--- config.mk ---
export PLATFORM = sky130hd
export DESIGN_NAME = rssi_lap_gate_detector_unit
export DESIGN_NICKNAME = d
export VERILOG_FILES = /design/src/hdl/rlgd_pkg.sv /design/src/hdl/rssi_lap_gate_detector_unit.sv
export VERILOG_INCLUDE_DIRS = /design/src /design/src/hdl
export SDC_FILE = /design/constraint.sdc
export NUM_CORES = 1
export LEC_CHECK = 0
export ABC_AREA = 1
export BUFFER_PORTS_ARGS = -buffer_cell sky130_fd_sc_hd__buf_2
export CAP_MARGIN = 20
export CORE_MARGIN = 4
export CORE_UTILIZATION = 32
export DETAILED_ROUTE_END_ITERATION = 8
export HOLD_SLACK_MARGIN = 0.1
export PLACE_DENSITY = 0.48
export SLEW_MARGIN = 20
export SYNTH_ARGS = -nofsm -noshare
export SYNTH_HDL_FRONTEND = slang
export SYNTH_SLANG_ARGS = --single-unit
--- constraint.sdc ---
create_clock -name i_clk -period 11 [get_ports i_clk]
set_input_delay 0.55 -clock i_clk [delete_from_list [all_inputs] [get_ports i_clk]]
set_output_delay 0.55 -clock i_clk [all_outputs]
set_load 0.005 [all_outputs]
--- src/hdl/assert_macros.svh ---
// Assertion macros shared by the RTL that checks itself.
`ifndef ASSERT_MACROS_SVH
`define ASSERT_MACROS_SVH

// Condition must hold at every clock edge out of reset.
`define ASSERT_ALWAYS(label, cond) \
    label: assert property (@(posedge i_clk) disable iff (!i_rst_n) (cond)) \
        else $error("assertion failed");

// Consequent must hold in the same cycle as the antecedent.
`define ASSERT_IMPLIES(label, ante, cons) \
    label: assert property (@(posedge i_clk) disable iff (!i_rst_n) (ante) |-> (cons)) \
        else $error("implication failed");

`endif

--- src/hdl/rlgd_pkg.sv ---
// Types and constants of the RSSI lap gate detector.
`default_nettype none

package rlgd_pkg;

    localparam int RSSI_W = 8;
    localparam int TIME_W = 32;
    localparam int CFG_IDX_W = 3;
    localparam int CFG_DATA_W = 32;

    localparam int DEF_LAP_SLOTS = 16;
    localparam int DEF_CAL_PASSES = 4;

    localparam logic [TIME_W-1:0] PASS_COOLDOWN_MS = 32'd2000;
    localparam logic [RSSI_W-1:0] PASS_DROP_MARGIN = 8'd5;
    localparam logic [RSSI_W-1:0] ENTER_FALLBACK = 8'd5;
    localparam logic [RSSI_W-1:0] EXIT_FALLBACK = 8'd10;
    localparam logic [RSSI_W-1:0] RSSI_MAX = 8'd255;

    // configuration register indexes
    localparam logic [CFG_IDX_W-1:0] CFG_ENTER_RSSI = 3'd0;
    localparam logic [CFG_IDX_W-1:0] CFG_EXIT_RSSI = 3'd1;
    localparam logic [CFG_IDX_W-1:0] CFG_MIN_LAP_MS = 3'd2;
    localparam logic [CFG_IDX_W-1:0] CFG_CAL_MARGIN = 3'd3;
    localparam logic [CFG_IDX_W-1:0] CFG_CAL_ENTER_OFS = 3'd4;
    localparam logic [CFG_IDX_W-1:0] CFG_CAL_EXIT_OFS = 3'd5;

    typedef enum logic [2:0] {
        KIND_SAMPLE     = 3'd0,
        KIND_START_RACE = 3'd1,
        KIND_STOP_RACE  = 3'd2,
        KIND_START_CAL  = 3'd3,
        KIND_STOP_CAL   = 3'd4
    } t_kind;

    typedef enum logic [1:0] {
        CAL_IDLE   = 2'd0,
        CAL_ACTIVE = 2'd1,
        CAL_DONE   = 2'd2
    } t_cal_mode;

    typedef struct packed {
        logic [2:0]        kind;
        logic [RSSI_W-1:0] rssi;
        logic [TIME_W-1:0] time_ms;
    } t_item;

    typedef struct packed {
        logic              lap_done;
        logic [TIME_W-1:0] lap_time_ms;
        logic [3:0]        lap_slot;
        logic              running;
        logic [1:0]        autocal_mode;
        logic [2:0]        autocal_passes;
        logic [RSSI_W-1:0] baseline_rssi;
        logic [RSSI_W-1:0] calc_enter;
        logic [RSSI_W-1:0] calc_exit;
    } t_result;

endpackage

`default_nettype wire

--- src/hdl/rssi_lap_gate_detector_unit.sv ---
// Top level of the RSSI lap gate detector: race timing, peak capture and auto-calibration.
//
// Takes one beat per clock unless o_in_stall is high: a timestamped RSSI sample or a
// command, and returns exactly one result beat for each, registered into the output
// register or, while it is held, the skid register. All state updates are a single
// pass of compare/subtract logic at the input, so the sustained rate is one item per
// cycle while results are taken; o_in_stall rises only while both hold untaken results.
// Configuration writes are taken every cycle (o_cfg_ready is always high) and must only be
// issued while no result is outstanding. No clearing pass is needed after reset.
`default_nettype none

`include "assert_macros.svh"

module rssi_lap_gate_detector_unit #(
    parameter int LAP_SLOTS  = rlgd_pkg::DEF_LAP_SLOTS,
    parameter int CAL_PASSES = rlgd_pkg::DEF_CAL_PASSES
) (
    input  wire logic                             i_clk,
    input  wire logic                             i_rst_n,

    input  wire logic                             i_in_valid,
    output logic                                  o_in_stall,
    input  wire rlgd_pkg::t_item                  i_in_data,

    output logic                                  o_out_valid,
    input  wire logic                             i_out_stall,
    output rlgd_pkg::t_result                     o_out_data,

    input  wire logic                             i_cfg_valid,
    output logic                                  o_cfg_ready,
    input  wire logic [rlgd_pkg::CFG_IDX_W-1:0]   i_cfg_index,
    input  wire logic [rlgd_pkg::CFG_DATA_W-1:0]  i_cfg_data
);

    localparam int SLOT_W = (LAP_SLOTS > 1) ? $clog2(LAP_SLOTS) : 1;
    localparam int CNT_W  = $clog2(CAL_PASSES + 1);
    localparam int RW     = rlgd_pkg::RSSI_W;
    localparam int TW     = rlgd_pkg::TIME_W;

    // configuration
    logic [RW-1:0] r_enter_rssi, r_exit_rssi, r_cal_margin, r_cal_enter_ofs, r_cal_exit_ofs;
    logic [TW-1:0] r_min_lap_ms;

    // race state
    logic              r_running, n_running;
    logic [TW-1:0]     r_race_start, n_race_start;
    logic [TW-1:0]     r_lap_start, n_lap_start;
    logic [RW-1:0]     r_peak_level, n_peak_level;
    logic [TW-1:0]     r_peak_time, n_peak_time;
    logic [SLOT_W-1:0] r_lap_cnt, n_lap_cnt;
    logic              r_wrapped, n_wrapped;

    // calibration state; only the lowest stored pass peak is ever needed
    rlgd_pkg::t_cal_mode r_cal_mode, n_cal_mode;
    logic [CNT_W-1:0]    r_cal_cnt, n_cal_cnt;
    logic [RW-1:0]       r_cal_base, n_cal_base;
    logic                r_cal_seen, n_cal_seen;
    logic [TW-1:0]       r_cal_last, n_cal_last;
    logic [RW-1:0]       r_cal_low, n_cal_low;

    // output buffer
    logic              r_out_valid, r_skid_valid;
    rlgd_pkg::t_result r_out, r_skid, n_res;

    logic in_accept, out_free;

    // datapath intermediates
    logic [RW-1:0]  base_min, detect, cal_peak_lvl;
    logic [RW:0]    detect_sum, drop_lim;
    logic           cal_peak_hit, cal_seen, cal_store;
    logic [CNT_W-1:0] cal_cnt_inc;
    logic           race_hit, lap_end, first_lap;
    logic [RW-1:0]  race_peak;
    logic [TW-1:0]  race_ptime;
    logic           lap_done;
    logic [TW-1:0]  lap_time;
    logic [SLOT_W-1:0] lap_slot;
    logic [RW-1:0]  calc_enter, calc_exit;

    assign in_accept   = i_in_valid && !r_skid_valid;
    assign out_free    = !r_out_valid || !i_out_stall;
    assign o_in_stall  = r_skid_valid;
    assign o_out_valid = r_out_valid;
    assign o_out_data  = r_out;
    assign o_cfg_ready = 1'b1;

    // calibration sample path
    assign base_min     = (i_in_data.rssi < r_cal_base) ? i_in_data.rssi : r_cal_base;
    assign detect_sum   = {1'b0, base_min} + {1'b0, r_cal_margin};
    assign detect       = detect_sum[RW] ? rlgd_pkg::RSSI_MAX : detect_sum[RW-1:0];
    assign cal_peak_hit = (i_in_data.rssi > detect) && (i_in_data.rssi > r_peak_level);
    assign cal_peak_lvl = cal_peak_hit ? i_in_data.rssi : r_peak_level;
    assign cal_seen     = cal_peak_hit || r_cal_seen;
    assign drop_lim     = {1'b0, base_min} + {1'b0, rlgd_pkg::PASS_DROP_MARGIN};
    assign cal_cnt_inc  = r_cal_cnt + CNT_W'(1);
    assign cal_store    = cal_seen
                       && ({1'b0, i_in_data.rssi} < drop_lim)
                       && ((i_in_data.time_ms - r_cal_last) > rlgd_pkg::PASS_COOLDOWN_MS)
                       && (r_cal_cnt < CNT_W'(CAL_PASSES))
                       && (cal_peak_lvl != '0);

    // race sample path; hold-off measured from lap start
    assign race_hit   = ((i_in_data.time_ms - r_lap_start) > r_min_lap_ms)
                     && (i_in_data.rssi >= r_enter_rssi)
                     && (i_in_data.rssi > r_peak_level);
    assign race_peak  = race_hit ? i_in_data.rssi : r_peak_level;
    assign race_ptime = race_hit ? i_in_data.time_ms : r_peak_time;
    assign lap_end    = (i_in_data.rssi < race_peak) && (i_in_data.rssi < r_exit_rssi);
    assign first_lap  = (r_lap_cnt == '0) && !r_wrapped;

    // next state of race and calibration registers
    always_comb begin
        n_running    = r_running;
        n_race_start = r_race_start;
        n_lap_start  = r_lap_start;
        n_peak_level = r_peak_level;
        n_peak_time  = r_peak_time;
        n_lap_cnt    = r_lap_cnt;
        n_wrapped    = r_wrapped;
        n_cal_cnt    = r_cal_cnt;
        n_cal_base   = r_cal_base;
        n_cal_seen   = r_cal_seen;
        n_cal_last   = r_cal_last;
        n_cal_low    = r_cal_low;
        lap_done     = 1'b0;
        lap_time     = '0;
        lap_slot     = '0;
        if (in_accept) begin
            case (i_in_data.kind)
                rlgd_pkg::KIND_SAMPLE: begin
                    if (r_cal_mode == rlgd_pkg::CAL_ACTIVE) begin
                        n_cal_base = base_min;
                        if (cal_store) begin
                            n_cal_cnt    = cal_cnt_inc;
                            n_cal_last   = i_in_data.time_ms;
                            n_cal_low    = (cal_peak_lvl < r_cal_low) ? cal_peak_lvl
                                                                      : r_cal_low;
                            n_peak_level = '0;
                            n_peak_time  = '0;
                            n_cal_seen   = 1'b0;
                        end else begin
                            n_peak_level = cal_peak_lvl;
                            n_peak_time  = cal_peak_hit ? i_in_data.time_ms : r_peak_time;
                            n_cal_seen   = cal_seen;
                        end
                    end else if (r_running) begin
                        if (lap_end) begin
                            lap_done     = 1'b1;
                            lap_time     = race_ptime - (first_lap ? r_race_start
                                                                   : r_lap_start);
                            lap_slot     = r_lap_cnt;
                            if (r_lap_cnt == SLOT_W'(LAP_SLOTS - 1)) begin
                                n_lap_cnt = '0;
                                n_wrapped = 1'b1;
                            end else begin
                                n_lap_cnt = r_lap_cnt + SLOT_W'(1);
                            end
                            n_lap_start  = race_ptime;
                            n_peak_level = '0;
                            n_peak_time  = '0;
                        end else begin
                            n_peak_level = race_peak;
                            n_peak_time  = race_ptime;
                        end
                    end
                end
                rlgd_pkg::KIND_START_RACE: begin
                    n_race_start = i_in_data.time_ms;
                    n_running    = 1'b1;
                end
                rlgd_pkg::KIND_STOP_RACE: begin
                    n_running    = 1'b0;
                    n_wrapped    = 1'b0;
                    n_lap_cnt    = '0;
                    n_race_start = '0;
                    n_lap_start  = '0;
                    n_peak_level = '0;
                    n_peak_time  = '0;
                end
                rlgd_pkg::KIND_START_CAL: begin
                    n_cal_cnt    = '0;
                    n_cal_base   = rlgd_pkg::RSSI_MAX;
                    n_cal_seen   = 1'b0;
                    n_cal_last   = '0;
                    n_cal_low    = rlgd_pkg::RSSI_MAX;
                    n_peak_level = '0;
                end
                rlgd_pkg::KIND_STOP_CAL: begin
                    n_cal_cnt  = '0;
                    n_cal_seen = 1'b0;
                end
                default: begin
                end
            endcase
        end
    end

    // calibration mode next state
    always_comb begin
        n_cal_mode = r_cal_mode;
        if (in_accept) begin
            case (i_in_data.kind)
                rlgd_pkg::KIND_SAMPLE: begin
                    if (r_cal_mode == rlgd_pkg::CAL_ACTIVE && cal_store &&
                        cal_cnt_inc >= CNT_W'(CAL_PASSES)) begin
                        n_cal_mode = rlgd_pkg::CAL_DONE;
                    end
                end
                rlgd_pkg::KIND_START_CAL: n_cal_mode = rlgd_pkg::CAL_ACTIVE;
                rlgd_pkg::KIND_STOP_CAL:  n_cal_mode = rlgd_pkg::CAL_IDLE;
                default: begin
                end
            endcase
        end
    end

    // thresholds from the lowest pass peak; fall back to fixed offsets when too small
    always_comb begin
        if (n_cal_cnt == '0) begin
            calc_enter = '0;
        end else if (n_cal_low > r_cal_enter_ofs) begin
            calc_enter = n_cal_low - r_cal_enter_ofs;
        end else if (n_cal_low > rlgd_pkg::ENTER_FALLBACK) begin
            calc_enter = n_cal_low - rlgd_pkg::ENTER_FALLBACK;
        end else begin
            calc_enter = '0;
        end
        if (calc_enter > r_cal_exit_ofs) begin
            calc_exit = calc_enter - r_cal_exit_ofs;
        end else if (calc_enter > rlgd_pkg::EXIT_FALLBACK) begin
            calc_exit = calc_enter - rlgd_pkg::EXIT_FALLBACK;
        end else begin
            calc_exit = '0;
        end
    end

    // result beat
    always_comb begin
        n_res.lap_done       = lap_done;
        n_res.lap_time_ms    = lap_time;
        n_res.lap_slot       = 4'(lap_slot);
        n_res.running        = n_running;
        n_res.autocal_mode   = n_cal_mode;
        n_res.autocal_passes = 3'(n_cal_cnt);
        n_res.baseline_rssi  = n_cal_base;
        n_res.calc_enter     = calc_enter;
        n_res.calc_exit      = calc_exit;
    end

    always_ff @(posedge i_clk) begin
        if (!i_rst_n) begin
            r_enter_rssi    <= 8'd120;
            r_exit_rssi     <= 8'd100;
            r_min_lap_ms    <= 32'd5000;
            r_cal_margin    <= 8'd20;
            r_cal_enter_ofs <= 8'd5;
            r_cal_exit_ofs  <= 8'd10;
        end else if (i_cfg_valid && o_cfg_ready) begin
            case (i_cfg_index)
                rlgd_pkg::CFG_ENTER_RSSI:    r_enter_rssi    <= i_cfg_data[RW-1:0];
                rlgd_pkg::CFG_EXIT_RSSI:     r_exit_rssi     <= i_cfg_data[RW-1:0];
                rlgd_pkg::CFG_MIN_LAP_MS:    r_min_lap_ms    <= i_cfg_data[TW-1:0];
                rlgd_pkg::CFG_CAL_MARGIN:    r_cal_margin    <= i_cfg_data[RW-1:0];
                rlgd_pkg::CFG_CAL_ENTER_OFS: r_cal_enter_ofs <= i_cfg_data[RW-1:0];
                rlgd_pkg::CFG_CAL_EXIT_OFS:  r_cal_exit_ofs  <= i_cfg_data[RW-1:0];
                default: begin
                end
            endcase
        end
    end

    always_ff @(posedge i_clk) begin
        if (!i_rst_n) begin
            r_running    <= 1'b0;
            r_race_start <= '0;
            r_lap_start  <= '0;
            r_peak_level <= '0;
            r_peak_time  <= '0;
            r_lap_cnt    <= '0;
            r_wrapped    <= 1'b0;
            r_cal_mode   <= rlgd_pkg::CAL_IDLE;
            r_cal_cnt    <= '0;
            r_cal_base   <= rlgd_pkg::RSSI_MAX;
            r_cal_seen   <= 1'b0;
            r_cal_last   <= '0;
            r_cal_low    <= rlgd_pkg::RSSI_MAX;
        end else begin
            r_running    <= n_running;
            r_race_start <= n_race_start;
            r_lap_start  <= n_lap_start;
            r_peak_level <= n_peak_level;
            r_peak_time  <= n_peak_time;
            r_lap_cnt    <= n_lap_cnt;
            r_wrapped    <= n_wrapped;
            r_cal_mode   <= n_cal_mode;
            r_cal_cnt    <= n_cal_cnt;
            r_cal_base   <= n_cal_base;
            r_cal_seen   <= n_cal_seen;
            r_cal_last   <= n_cal_last;
            r_cal_low    <= n_cal_low;
        end
    end

    // output register with skid entry behind it
    always_ff @(posedge i_clk) begin
        if (!i_rst_n) begin
            r_out_valid  <= 1'b0;
            r_skid_valid <= 1'b0;
        end else if (out_free) begin
            r_out_valid  <= r_skid_valid || in_accept;
            r_skid_valid <= 1'b0;
        end else if (in_accept) begin
            r_skid_valid <= 1'b1;
        end
    end

    always_ff @(posedge i_clk) begin
        if (out_free) begin
            r_out <= r_skid_valid ? r_skid : n_res;
        end else if (in_accept) begin
            r_skid <= n_res;
        end
    end

    `ASSERT_ALWAYS(a_skid_behind_out, !r_skid_valid || r_out_valid)
    `ASSERT_IMPLIES(a_exit_not_above_enter, r_out_valid, r_out.calc_exit <= r_out.calc_enter)
    `ASSERT_IMPLIES(a_lap_only_running, r_out_valid && r_out.lap_done, r_out.running)
    `ASSERT_ALWAYS(a_pass_count_bound, r_cal_cnt <= CNT_W'(CAL_PASSES))

endmodule

`default_nettype wire
# Yosys cells after proc, flatten, opt, wreduce, memory -nomap -nowiden
# Index checks and enable logic that the tools add are counted.
op_classes:
  n_addsub: 11
  eq_ne: 19
  bitwise_logic: 2
  n_reduce_logical: 46
  mux: 76
  n_lt_le_gt_ge: 16
op_table:
  columns: ["op", "count"]
  rows:
  - ["$mux W32", 17]
  - ["$pmux W32 S2", 4]
  - ["$mux W8", 19]
  - ["$sub A32 B32 Y32", 3]
  - ["$mux W67", 1]
  - ["$pmux W8 S2", 3]
  - ["$mux W4", 9]
  - ["$gt A32 B11 Y1 const B", 1]
  - ["$gt A32 B32 Y1", 1]
  - ["$gt A8 B8 Y1", 4]
  - ["$lt A8 B8 Y1", 4]
  - ["$reduce_and A2 Y1", 8]
  - ["$sub A8 B8 Y8", 2]
  - ["$eq A3 B2 Y1 const B", 4]
  - ["$logic_and A1 B1 Y1", 12]
  - ["$mux W1", 12]
  - ["$ne A2 B2 Y1 const B", 6]
  - ["$reduce_bool A2 Y1", 5]
  - ["$add A8 B3 Y9 const B", 1]
  - ["$add A8 B8 Y9", 1]
  - ["$eq A3 B3 Y1 const B", 3]
  - ["$logic_not A3 Y1", 3]
  - ["$lt A8 B9 Y1", 1]
  - ["$mux W3", 3]
  - ["29 further kinds", 43]
word_totals:
  out_inout_bits: 70
  word_cells: 209
  regBits: 372

# Longest topological paths before layout
# Gate-level depths: netlist of the first run.
depth:
  ltp_word: 23
  depth_mapped: 79

# Worst setup path before layout of the first run
# OpenSTA, ideal clock, no wires.
synth_timing:
  path_kind: "input to register"
  startpoint: "in i_in_data[37] in the netlist's numbering"
  endpoint: "reg r_out (netlist bit o_out_data[2]), data pin"
  setup_ns: 0.254
  stages: 68
  t_arrival_ns: 9.489
  path_buffers: 3
  path_slack_ns: 1.257
  required_ns: 10.746
  path_cell_list: "ha_1 a21oi_1 nor2_1 nor3_2 nand2_4 buf_6 o21ai_0 ha_1 inv_1 fa_1 nor2_1 o21ai_0 nand2_1 a21oi_1 o21bai_1 nand2_1 nand2_1 a21oi_1 [... 32 more ...] o21ai_1 nand2_1 ha_1 inv_1 fa_1 nand3_1 nand2_1 a221oi_1 nor2_1 nor2_1 o21bai_1 nand2_1 inv_1 o21ai_0 a21oi_1 o21bai_2 nand2_1 nand2_1"
synth_between:
  elab_chain_len: 23
  elab_cells_between_ends: 41
  cone_classes: "add/sub (6); order compare (9); mux (18); reduce/logical (8)"
synth_rtl:
  columns: ["item", "line", "rtl"]
  rows:
  - ["start: declaration", "rssi_lap_gate_detector_unit.sv:23", "input wire rlgd_pkg::t_item i_in_data,"]
  - ["branches (longest 18 deep; another with $add A8 B8 Y9)", null, null]
  - ["$mux W8 *", "rssi_lap_gate_detector_unit.sv:219", "if (n_cal_cnt == '0) begin"]
  - ["$sub A8 B4 Y8 or $gt A8 B4 Y1 (tied branches)", "rssi_lap_gate_detector_unit.sv:231, rssi_lap_gate_detector_unit.sv:230", null]
  - ["$mux W8", "rssi_lap_gate_detector_unit.sv:230", "end else if (calc_enter > rlgd_pkg::EXIT_FALLBACK) begin"]
  - ["$mux W8 *", "rssi_lap_gate_detector_unit.sv:228", "if (calc_enter > r_cal_exit_ofs) begin"]
  - ["net calc_exit[2]", "rssi_lap_gate_detector_unit.sv:78", "logic [RW-1:0] calc_enter, calc_exit;"]
  - ["$mux W67 *", "rssi_lap_gate_detector_unit.sv:319", "r_out <= r_skid_valid ? r_skid : n_res;"]
  - ["end signal: assignment", "rssi_lap_gate_detector_unit.sv:319", null]
  - ["end: declaration", "rssi_lap_gate_detector_unit.sv:63", "rlgd_pkg::t_result r_out, r_skid, n_res;"]
# Mark *: on every way through the listed nets, which the timed path passes.
# A chain may end at the register's enable or synchronous reset.

# Worst setup path after layout of the first run
layout_timing:
  startpoint: "reg r_cal_base[5]"
  endpoint: "reg r_out (netlist bit o_out_data[2]), data pin"
layout_between:
  elab_chain_len: 23
  elab_cells_between_ends: 40
  cone_classes: "add/sub (6); order compare (8); mux (18); reduce/logical (8)"
layout_rtl:
  columns: ["item", "line", "rtl"]
  rows:
  - ["start: declaration", "rssi_lap_gate_detector_unit.sv:56", "logic [RW-1:0] r_cal_base, n_cal_base;"]
  - ["start signal: assignment", "rssi_lap_gate_detector_unit.sv:283", "r_cal_base <= rlgd_pkg::RSSI_MAX;"]
  - ["start signal: assignment", "rssi_lap_gate_detector_unit.sv:297", "r_cal_base <= n_cal_base;"]
  - ["$lt A8 B8 Y1", "rssi_lap_gate_detector_unit.sv:88", "assign base_min = (i_in_data.rssi < r_cal_base) ? i_in_data.rssi : r_cal_base;"]
  - ["$mux W8 *", "rssi_lap_gate_detector_unit.sv:88", null]
  - ["branches (longest 16 deep; another with $add A8 B8 Y9)", null, null]
  - ["$mux W8 *", "rssi_lap_gate_detector_unit.sv:219", null]
  - ["net calc_enter[7]", "rssi_lap_gate_detector_unit.sv:78", null]
  - ["$gt A8 B4 Y1", "rssi_lap_gate_detector_unit.sv:230", null]
  - ["$mux W8", "rssi_lap_gate_detector_unit.sv:230", null]
  - ["$mux W8 *", "rssi_lap_gate_detector_unit.sv:228", null]
  - ["net calc_exit[2]", "rssi_lap_gate_detector_unit.sv:78", null]
  - ["$mux W67 *", "rssi_lap_gate_detector_unit.sv:319", null]
# Marks and branches as above.

==> impl_results.html, run 1 <==
<table>
<tr><th>Metric</th><th>Value</th></tr>
<tr><th colspan="2">Timing</th></tr>
<tr><td>Worst relative slew slack</td><td>0.288</td></tr>
<tr><td>Post-layout min period</td><td>9860 ps</td></tr>
<tr><td>Final critical-path share of the clock period</td><td>0.897</td></tr>
<tr><td>Setup TNS</td><td>0 ps</td></tr>
<tr><td>Final-report max-slew violation count</td><td>0</td></tr>
<tr><td>Maximum clock rate</td><td>101 MHz</td></tr>
<tr><td>Slack of the critical path</td><td>1140 ps</td></tr>
<tr><td>Unrepaired setup endpoints after global routing</td><td>no</td></tr>
<tr><td>Number of failing hold endpoints at the final stage</td><td>0</td></tr>
<tr><td>Finish-stage setup viols</td><td>0</td></tr>
<tr><td>Worst clock skew</td><td>23.7 ps</td></tr>
<tr><td>Least-Margin Pin Slew</td><td>1070 ps</td></tr>
<tr><th colspan="2">Logic synthesis</th></tr>
<tr><td>Cell accounting for the most synthesized area</td><td>sky130_fd_sc_hd__dfxtp_1</td></tr>
<tr><td>Share of flip-flops with an asynchronous set or reset</td><td>0</td></tr>
<tr><td>Synth warnings</td><td>0</td></tr>
<tr><td>Biggest area contributors in the synthesized netlist</td><td>sky130_fd_sc_hd__dfxtp_1, sky130_fd_sc_hd__edfxtp_1, sky130_fd_sc_hd__nand2_1</td></tr>
<tr><td>Most frequent cells after synthesis</td><td>sky130_fd_sc_hd__nand2_1, sky130_fd_sc_hd__inv_1, sky130_fd_sc_hd__a21oi_1</td></tr>
<tr><td>Sequential share of the synthesized area</td><td>0.357</td></tr>
<tr><td>Main combinational cell family by area after synthesis</td><td>simple AND/OR/NAND/NOR gates</td></tr>
<tr><td>Gate count of the mapped netlist</td><td>3,420</td></tr>
<tr><td>Top_reg_cell synth</td><td>sky130_fd_sc_hd__dfxtp_1</td></tr>
<tr><td>Post-synth design cell area</td><td>0.0246 mm²</td></tr>
<tr><td>Most common cell in the netlist</td><td>sky130_fd_sc_hd__nand2_1</td></tr>
<tr><td>Post-synthesis compound-gate area fraction</td><td>0.170</td></tr>
<tr><td>Multiplexer area fraction after synthesis</td><td>0.00127</td></tr>
<tr><td>Mean area per synthesized cell</td><td>7.20 µm²</td></tr>
<tr><td>Yosys top cell area share</td><td>0.194</td></tr>
<tr><td>XOR/XNOR Fraction of Synth Area</td><td>0.0260</td></tr>
<tr><td>Number of distinct library cell variants in the gate-level netlist after synthesis</td><td>63</td></tr>
<tr><td>Fraction of the mapped netlist area in simple logic gates</td><td>0.239</td></tr>
<tr><td>Synthesized net count</td><td>3,724</td></tr>
<tr><td>Number of synthesized flops with an enable pin</td><td>134</td></tr>
<tr><td>Number of synthesized register bits</td><td>372</td></tr>
<tr><td>Arithmetic-cell share of the synthesized area counting full adders, half adders and majority gates</td><td>0.114</td></tr>
<tr><th colspan="2">Setup path</th></tr>
<tr><td>Signal arrival time at the worst endpoint</td><td>10,210 ps</td></tr>
<tr><td>Most used cell along the critical path</td><td>sky130_fd_sc_hd__nand2_1</td></tr>
<tr><td>Slowest library cell on the worst path</td><td>sky130_fd_sc_hd__or4_1</td></tr>
<tr><td>CP required</td><td>11,340 ps</td></tr>
<tr><td>Critical-path maximum fanout</td><td>16</td></tr>
<tr><td>CP peak stage delay</td><td>530 ps</td></tr>
<tr><td>Type of the worst setup path</td><td>flip-flop to flip-flop</td></tr>
<tr><td>Reg2reg start</td><td>r_cal_base[5]$_SDFF_PN1_</td></tr>
<tr><td>Startpoint type of the worst setup path</td><td>flip-flop</td></tr>
<tr><td>Critical Path Sink Type</td><td>flip-flop</td></tr>
<tr><td>Start point of the critical path</td><td>r_cal_base[5]$_SDFF_PN1_</td></tr>
<tr><th colspan="2">Floorplan</th></tr>
<tr><td>Starting density of the core</td><td>0.324</td></tr>
<tr><td>Placement Rows</td><td>101</td></tr>
<tr><td>Number of top-level design ports</td><td>153</td></tr>
<tr><td>Horizontal die dimension</td><td>285 µm</td></tr>
<tr><td>DIE AREA</td><td>0.0814 mm²</td></tr>
<tr><td>Vertical die dimension</td><td>285 µm</td></tr>
<tr><td>Standard cell core area</td><td>0.0761 mm²</td></tr>
<tr><th colspan="2">Worst hold path</th></tr>
<tr><td>Startpoint of the tightest hold check path</td><td>i_cfg_data[9]</td></tr>
<tr><td>Path type of the worst min-delay path</td><td>input pin to flip-flop</td></tr>
<tr><th colspan="2">Run</th></tr>
<tr><td>Max-cap viol count</td><td>0</td></tr>
<tr><th colspan="2">Placed design</th></tr>
<tr><td>Dpl cells</td><td>4,522</td></tr>
<tr><td>Buffers on Ports</td><td>151</td></tr>
<tr><td>Placer congestion estimate</td><td>0.857</td></tr>
<tr><td>HPWL Detailed</td><td>59.6 mm</td></tr>
<tr><td>Worst setup timing slack at the placement stage</td><td>333 ps</td></tr>
<tr><th colspan="2">GRT</th></tr>
<tr><td>Residual overflow from global routing</td><td>0</td></tr>
<tr><td>Initial antenna violation count</td><td>8</td></tr>
<tr><td>Largest net degree at the start of global routing</td><td>77</td></tr>
<tr><td>Number of global-route vias before repair</td><td>21,300</td></tr>
<tr><td>Gr usage total</td><td>0.194</td></tr>
<tr><td>First-pass GRT wire length</td><td>125 mm</td></tr>
<tr><th colspan="2">CTS</th></tr>
<tr><td>TritonCTS buffer count</td><td>46</td></tr>
<tr><td>Clk Tree Root Cell</td><td>sky130_fd_sc_hd__clkbuf_16</td></tr>
<tr><td>Clock transition at the registers of the reported paths</td><td>60 ps</td></tr>
<tr><td>Number of levels the H-tree was split into</td><td>2</td></tr>
<tr><td>TritonCTS sink count</td><td>372</td></tr>
<tr><td>Hold Buf Count CTS</td><td>0</td></tr>
<tr><td>Clk Latency, worst-skew pair</td><td>600 ps</td></tr>
<tr><td>CTS tree</td><td>done</td></tr>
<tr><td>Maximum root-to-sink buffer count</td><td>3</td></tr>
<tr><th colspan="2">Route</th></tr>
<tr><td>Count of unresolved DRC violations after routing</td><td>0</td></tr>
<tr><td>Antenna-violating nets left</td><td>0</td></tr>
<tr><td>DRT Pass-1 Iters</td><td>5</td></tr>
<tr><td>Drt via density</td><td>4.84</td></tr>
<tr><td>Number of design-rule violations left by the first detailed-router iteration</td><td>1,603</td></tr>
<tr><td>Vias after detailed routing</td><td>22,300</td></tr>
<tr><td>Routed wire length</td><td>80.9 mm</td></tr>
<tr><td>Routed length per instance</td><td>17.5 µm</td></tr>
<tr><th colspan="2">Final layout</th></tr>
<tr><td>Layout cells sized above 1</td><td>0.106</td></tr>
<tr><td>Number of nets in the layout</td><td>3,846</td></tr>
<tr><td>Layout Area Growth over Synthesis</td><td>14.1%</td></tr>
<tr><td>Final cell count without fillers</td><td>4,609</td></tr>
<tr><th colspan="2">Pwr</th></tr>
<tr><td>Leakage power summed over all cells</td><td>12.8 nW</td></tr>
<tr><td>Final total power</td><td>0.00406 W</td></tr>
<tr><td>Power density normalized to cell area</td><td>145 mW/mm²</td></tr>
<tr><td>Peak VDD IR</td><td>0.114 mV</td></tr>
<tr><th colspan="2">Status</th></tr>
<tr><td>Run status</td><td>completed</td></tr>
</table>
where the power goes:
part	switching, W	internal, W
clock	0.000639	0.000900
sequential	0.0000170	0.00147
combinational	0.000696	0.000342
metal layers:
layer  up-vias  GRT usage  wire length (µm)
met5         -          0                31
met3       107     0.0296              4420
met2       522      0.295             33800
met4         6     0.0520              2130
li1      11500          -                 -
met1     10200      0.284             40500
worst max-delay path, delay by kind of cell (launching register included):
kind / cells / cell delay, ps
simple gates: 28 / 3450
compound gates: 19 / 2960
fa+ha+maj: 7 / 1990
buf+inv: 10 / 900
flops: 1 / 330
path summary, 6_finish.rpt:
kind,cells after the start,endpoint,slack (ps)
max,64,o_out_data[2]$_DFFE_PP_,1140
max reg2reg,64,o_out_data[2]$_DFFE_PP_,1140
min reg2reg,2,r_race_start[24]$_SDFFE_PN0P_,460
min,3,r_min_lap_ms[9]$_SDFFE_PN1P_,220
area by class of cell:
type	count	area, µm²
Tap cell	1030	1290
Antenna cell	1	2.50
Sequential cell	372	8790
Clock buffer	67	1350
Clock inverter	17	166
Fill cell	8268	48000
Multi-Input combinational cell	2454	13600
Inverter	478	1800
Timing Repair Buffer	190	1050
cell families (layout without fill, tap and decap cells):
logic type | count (synthesis) | after routing
AND/OR/NAND/NOR | 1421 | 1421
AO/OA/AOI/OAI | 735 | 735
buffers and inverters | 594 | 752
flip-flops | 372 | 372
adder cells (fa/ha/maj) | 221 | 221
XOR/XNOR | 73 | 73
multiplexers | 3 | 3
other | 1 | 2
metrics by stage:
stage / utilization / cell area, µm² / hold slack, ps
2_1_floorplan: - / 24600 / 433
3_3_place_gp: 0.349 / 26500 / 446
3_5_place_dp: 0.349 / 26500 / 451
4_1_cts: 0.368 / 28000 / 189
5_1_grt: 0.369 / 28100 / 232
6_report: 0.369 / 28100 / 220
sequential cells by signal, summed over array words and instances, names as in the netlist, 2 cells and up:
signal           count
o_out_data          67
r_cal_base           8
r_cal_cnt            3
r_cal_enter_ofs      8
r_cal_exit_ofs       8
r_cal_last          32
r_cal_low            8
r_cal_margin         8
r_cal_mode           2
r_enter_rssi         8
r_exit_rssi          8
r_lap_cnt            4
r_lap_start         32
r_min_lap_ms        32
r_peak_level         8
r_peak_time         32
r_race_start        32
r_skid              67
what timing repair did:
| action | 4_1_cts | 5_1_grt |
|---|---|---|
| buffers inserted | 0 | 2 |
| setup endpoints to repair | 0 | 16 |
| resized for setup | 0 | 7 |
placed cells by master, fill, tap and decap left out, types with 27 or more instances in the layout:
| cell | instances |
|---|---|
| sky130_fd_sc_hd__xnor2_1 | 27 |
| sky130_fd_sc_hd__a21oi_1 | 338 |
| sky130_fd_sc_hd__inv_2 | 28 |
| sky130_fd_sc_hd__a22oi_1 | 30 |
| sky130_fd_sc_hd__buf_4 | 39 |
| sky130_fd_sc_hd__inv_1 | 442 |
| sky130_fd_sc_hd__dfxtp_1 | 237 |
| sky130_fd_sc_hd__edfxtp_1 | 134 |
| sky130_fd_sc_hd__nand2_1 | 919 |
| sky130_fd_sc_hd__ha_1 | 215 |
| sky130_fd_sc_hd__nor2_1 | 235 |
| sky130_fd_sc_hd__nand3_1 | 140 |
| sky130_fd_sc_hd__a211oi_1 | 39 |
| sky130_fd_sc_hd__o21ai_0 | 210 |
| sky130_fd_sc_hd__buf_2 | 151 |
| sky130_fd_sc_hd__xor2_1 | 46 |
| sky130_fd_sc_hd__clkbuf_16 | 47 |
| sky130_fd_sc_hd__nand2_2 | 28 |
Note: power is estimated with default switching activity, not from simulation.
==> run 2, diff against run 1 <==
--- a/config.mk
+++ b/config.mk
@@ -9,7 +9,6 @@
 export ABC_AREA = 1
 export BUFFER_PORTS_ARGS = -buffer_cell sky130_fd_sc_hd__buf_2
 export CAP_MARGIN = 20
-export CORE_MARGIN = 4
 export CORE_UTILIZATION = 32
 export DETAILED_ROUTE_END_ITERATION = 8
 export HOLD_SLACK_MARGIN = 0.1
==> impl_results.html, run 2 (synthesis gave the netlist of run 1 again) <==
<table>
<tr><th>Metric</th><th>Value</th></tr>
<tr><th colspan="2">Timing</th></tr>
<tr><td>Maximum clock rate</td><td>101 MHz (-0.37%)</td></tr>
<tr><td>Worst clock skew</td><td>31.1 ps (+7.49 ps)</td></tr>
<tr><td>Final critical-path share of the clock period</td><td>0.900 (+0.00335)</td></tr>
<tr><td>Number of failing hold endpoints at the final stage</td><td>0 (unchanged)</td></tr>
<tr><td>Finish-stage setup viols</td><td>0 (unchanged)</td></tr>
<tr><td>Final-report max-slew violation count</td><td>0 (unchanged)</td></tr>
<tr><td>Worst relative slew slack</td><td>0.340 (+0.0524)</td></tr>
<tr><td>Tightest hold margin</td><td>222 ps (+1.12 ps)</td></tr>
<tr><td>Least-Margin Pin Slew</td><td>987 ps (-81.0 ps)</td></tr>
<tr><td>Post-layout min period</td><td>9900 ps (+36.9 ps)</td></tr>
<tr><th colspan="2">Floorplan</th></tr>
<tr><td>Number of top-level design ports</td><td>153 (unchanged)</td></tr>
<tr><td>Starting density of the core</td><td>0.324 (unchanged)</td></tr>
<tr><td>Placement Rows</td><td>101 (unchanged)</td></tr>
<tr><td>Horizontal die dimension</td><td>279 µm (-2.1%)</td></tr>
<tr><td>Standard cell core area</td><td>0.0761 mm² (unchanged)</td></tr>
<tr><td>Vertical die dimension</td><td>279 µm (-2.1%)</td></tr>
<tr><td>DIE AREA</td><td>0.0780 mm² (-4.2%)</td></tr>
<tr><th colspan="2">CTS</th></tr>
<tr><td>TritonCTS sink count</td><td>372 (unchanged)</td></tr>
<tr><td>Hold Buf Count CTS</td><td>0 (unchanged)</td></tr>
<tr><td>CTS tree</td><td>done</td></tr>
<tr><td>Clk Latency, worst-skew pair</td><td>600 ps (about the same)</td></tr>
<tr><td>Clock transition at the registers of the reported paths</td><td>60 ps (about the same)</td></tr>
<tr><td>Maximum root-to-sink buffer count</td><td>3 (unchanged)</td></tr>
<tr><td>TritonCTS buffer count</td><td>47 (+2.2%)</td></tr>
<tr><td>Clk Tree Root Cell</td><td>sky130_fd_sc_hd__clkbuf_16</td></tr>
<tr><td>Number of levels the H-tree was split into</td><td>2 (unchanged)</td></tr>
<tr><th colspan="2">Route</th></tr>
<tr><td>Routed wire length</td><td>80.1 mm (-0.95%)</td></tr>
<tr><td>Vias after detailed routing</td><td>22,200 (-0.68%)</td></tr>
<tr><td>DRT Pass-1 Iters</td><td>5 (unchanged)</td></tr>
<tr><td>Count of unresolved DRC violations after routing</td><td>0 (unchanged)</td></tr>
<tr><td>Routed length per instance</td><td>17.4 µm (-1.0%)</td></tr>
<tr><td>Number of design-rule violations left by the first detailed-router iteration</td><td>1,610 (+0.44%)</td></tr>
<tr><td>Antenna-violating nets left</td><td>0 (unchanged)</td></tr>
<tr><td>Drt via density</td><td>4.81 (-0.76%)</td></tr>
<tr><th colspan="2">Setup path</th></tr>
<tr><td>Startpoint type of the worst setup path</td><td>flip-flop</td></tr>
<tr><td>Most used cell along the critical path</td><td>sky130_fd_sc_hd__nand2_1</td></tr>
<tr><td>Depth of the worst register-to-register path</td><td>65 (+1.6%)</td></tr>
<tr><td>CP peak stage delay</td><td>410 ps (-120 ps)</td></tr>
<tr><td>Signal arrival time at the worst endpoint</td><td>10,250 ps (+40 ps)</td></tr>
<tr><td>CP Buf/Inv Count</td><td>10 (unchanged)</td></tr>
<tr><td>Path length in cells of the critical path</td><td>65 (+1.6%)</td></tr>
<tr><td>Critical Path Sink Type</td><td>flip-flop</td></tr>
<tr><td>Slowest library cell on the worst path</td><td>sky130_fd_sc_hd__fa_1</td></tr>
<tr><td>Critical-path maximum fanout</td><td>16 (unchanged)</td></tr>
<tr><td>Type of the worst setup path</td><td>flip-flop to flip-flop</td></tr>
<tr><td>CP required</td><td>11,350 ps (about the same)</td></tr>
<tr><td>Kind of cell adding the most delay to the critical path</td><td>compound AO/OA/AOI/OAI gates</td></tr>
<tr><th colspan="2">Final layout</th></tr>
<tr><td>Most frequent cells in the layout</td><td>sky130_fd_sc_hd__nand2_1, sky130_fd_sc_hd__inv_1, sky130_fd_sc_hd__a21oi_1, sky130_fd_sc_hd__dfxtp_1, sky130_fd_sc_hd__nor2_1</td></tr>
<tr><td>Layout Area Growth over Synthesis</td><td>15.0%</td></tr>
<tr><td>Final design instance area without fill</td><td>0.0283 mm² (+0.84%)</td></tr>
<tr><td>Number of nets in the layout</td><td>3,848 (+0.052%)</td></tr>
<tr><td>Final cell count without fillers</td><td>4,613 (+0.087%)</td></tr>
<tr><td>Most common library cell in the layout ignoring fill and taps</td><td>sky130_fd_sc_hd__nand2_1</td></tr>
<tr><td>Layout cells sized above 1</td><td>0.109 (+0.00267)</td></tr>
<tr><th colspan="2">Placed design</th></tr>
<tr><td>Dpl cells</td><td>4,523 (+0.022%)</td></tr>
<tr><td>Placer congestion estimate</td><td>0.870 (+1.4%)</td></tr>
<tr><td>Buffers on Ports</td><td>151 (unchanged)</td></tr>
<tr><td>Placed standard-cell area</td><td>0.0265 mm² (about the same)</td></tr>
<tr><td>HPWL Detailed</td><td>58.8 mm (-1.4%)</td></tr>
<tr><th colspan="2">GRT</th></tr>
<tr><td>Gr usage total</td><td>0.202 (+0.00818)</td></tr>
<tr><td>Residual overflow from global routing</td><td>0 (unchanged)</td></tr>
<tr><td>Initial antenna violation count</td><td>7 (-1)</td></tr>
<tr><td>First-pass GRT wire length</td><td>123 mm (-1.4%)</td></tr>
<tr><td>Number of global-route vias before repair</td><td>20,800 (-2.5%)</td></tr>
<tr><td>Largest net degree at the start of global routing</td><td>96 (+25%)</td></tr>
<tr><th colspan="2">Status</th></tr>
<tr><td>Run status</td><td>completed</td></tr>
<tr><th colspan="2">Pwr</th></tr>
<tr><td>Peak VDD IR</td><td>0.120 mV (+5.1%)</td></tr>
<tr><td>Power density normalized to cell area</td><td>150 mW/mm² (+3.4%)</td></tr>
<tr><td>Final total power</td><td>0.00424 W (+4.3%)</td></tr>
<tr><td>Leakage power summed over all cells</td><td>12.9 nW (+0.88%)</td></tr>
<tr><th colspan="2">Run</th></tr>
<tr><td>Max-cap viol count</td><td>0 (unchanged)</td></tr>
<tr><th colspan="2">Worst hold path</th></tr>
<tr><td>Path type of the worst min-delay path</td><td>input pin to flip-flop</td></tr>
<tr><td>Hold path cells</td><td>3 (unchanged)</td></tr>
</table>
-- run 2: layout make-up --
cell class                 instances  area [µm²]
antenna                            1        2.50
clock buffer                      64        1440
clock inverter                    23         280
fill                            8215       47800
inverter                         478        1800
multi-input combinational       2454       13600
sequential                       372        8790
tap                             1030        1290
timing repair buffer             191        1070
-- run 2: per-stage QoR --
step / setup WS, ps / util / TNS (ps)
global placement: 318 / 0.349 / 0
floorplan: 1260 / - / 0
CTS: 518 / 0.371 / 0
finish: 1100 / 0.372 / 0
global route: -27.0 / 0.372 / -27.0
detailed placement: 133 / 0.349 / 0
-- run 2: path summary, 6_finish.rpt --
kind | start | end | slack, ps
setup / recovery | r_cal_base[5]$_SDFF_PN1_ | o_out_data[2]$_DFFE_PP_ | 1100
hold / removal | i_cfg_data[12] | r_min_lap_ms[12]$_SDFFE_PN1P_ | 220
setup reg to reg | r_cal_base[5]$_SDFF_PN1_ | o_out_data[2]$_DFFE_PP_ | 1100
hold reg to reg | r_race_start[23]$_SDFFE_PN0P_ | r_race_start[23]$_SDFFE_PN0P_ | 460
-- run 2: routing by layer --
metal,track usage,wire [µm],vias up
li1,-,-,11500
met1,0.302,41000,10100
met2,0.303,33400,465
met3,0.0263,4060,88
met4,0.0489,1560,8
met5,0,54,-
-- run 2: what timing repair did --
action,CTS,global route
gates resized for setup,0,9
endpoints found under the setup margin,0,16
setup buffers,0,2
-- run 2: tightest hold or removal path: cells and delay by family --
kind | cells | cell delay [ps]
AND/OR/NAND/NOR | 1 | 50
buffers and inverters | 1 | 100
AO/OA/AOI/OAI | 1 | 60
-- run 2: report_power, final --
part	internal, W	switching, W	total (W)
registers	0.00147	0.0000160	0.00149
clock network	0.00104	0.000671	0.00171
logic	0.000346	0.000698	0.00104
total	0.00285	0.00138	0.00424
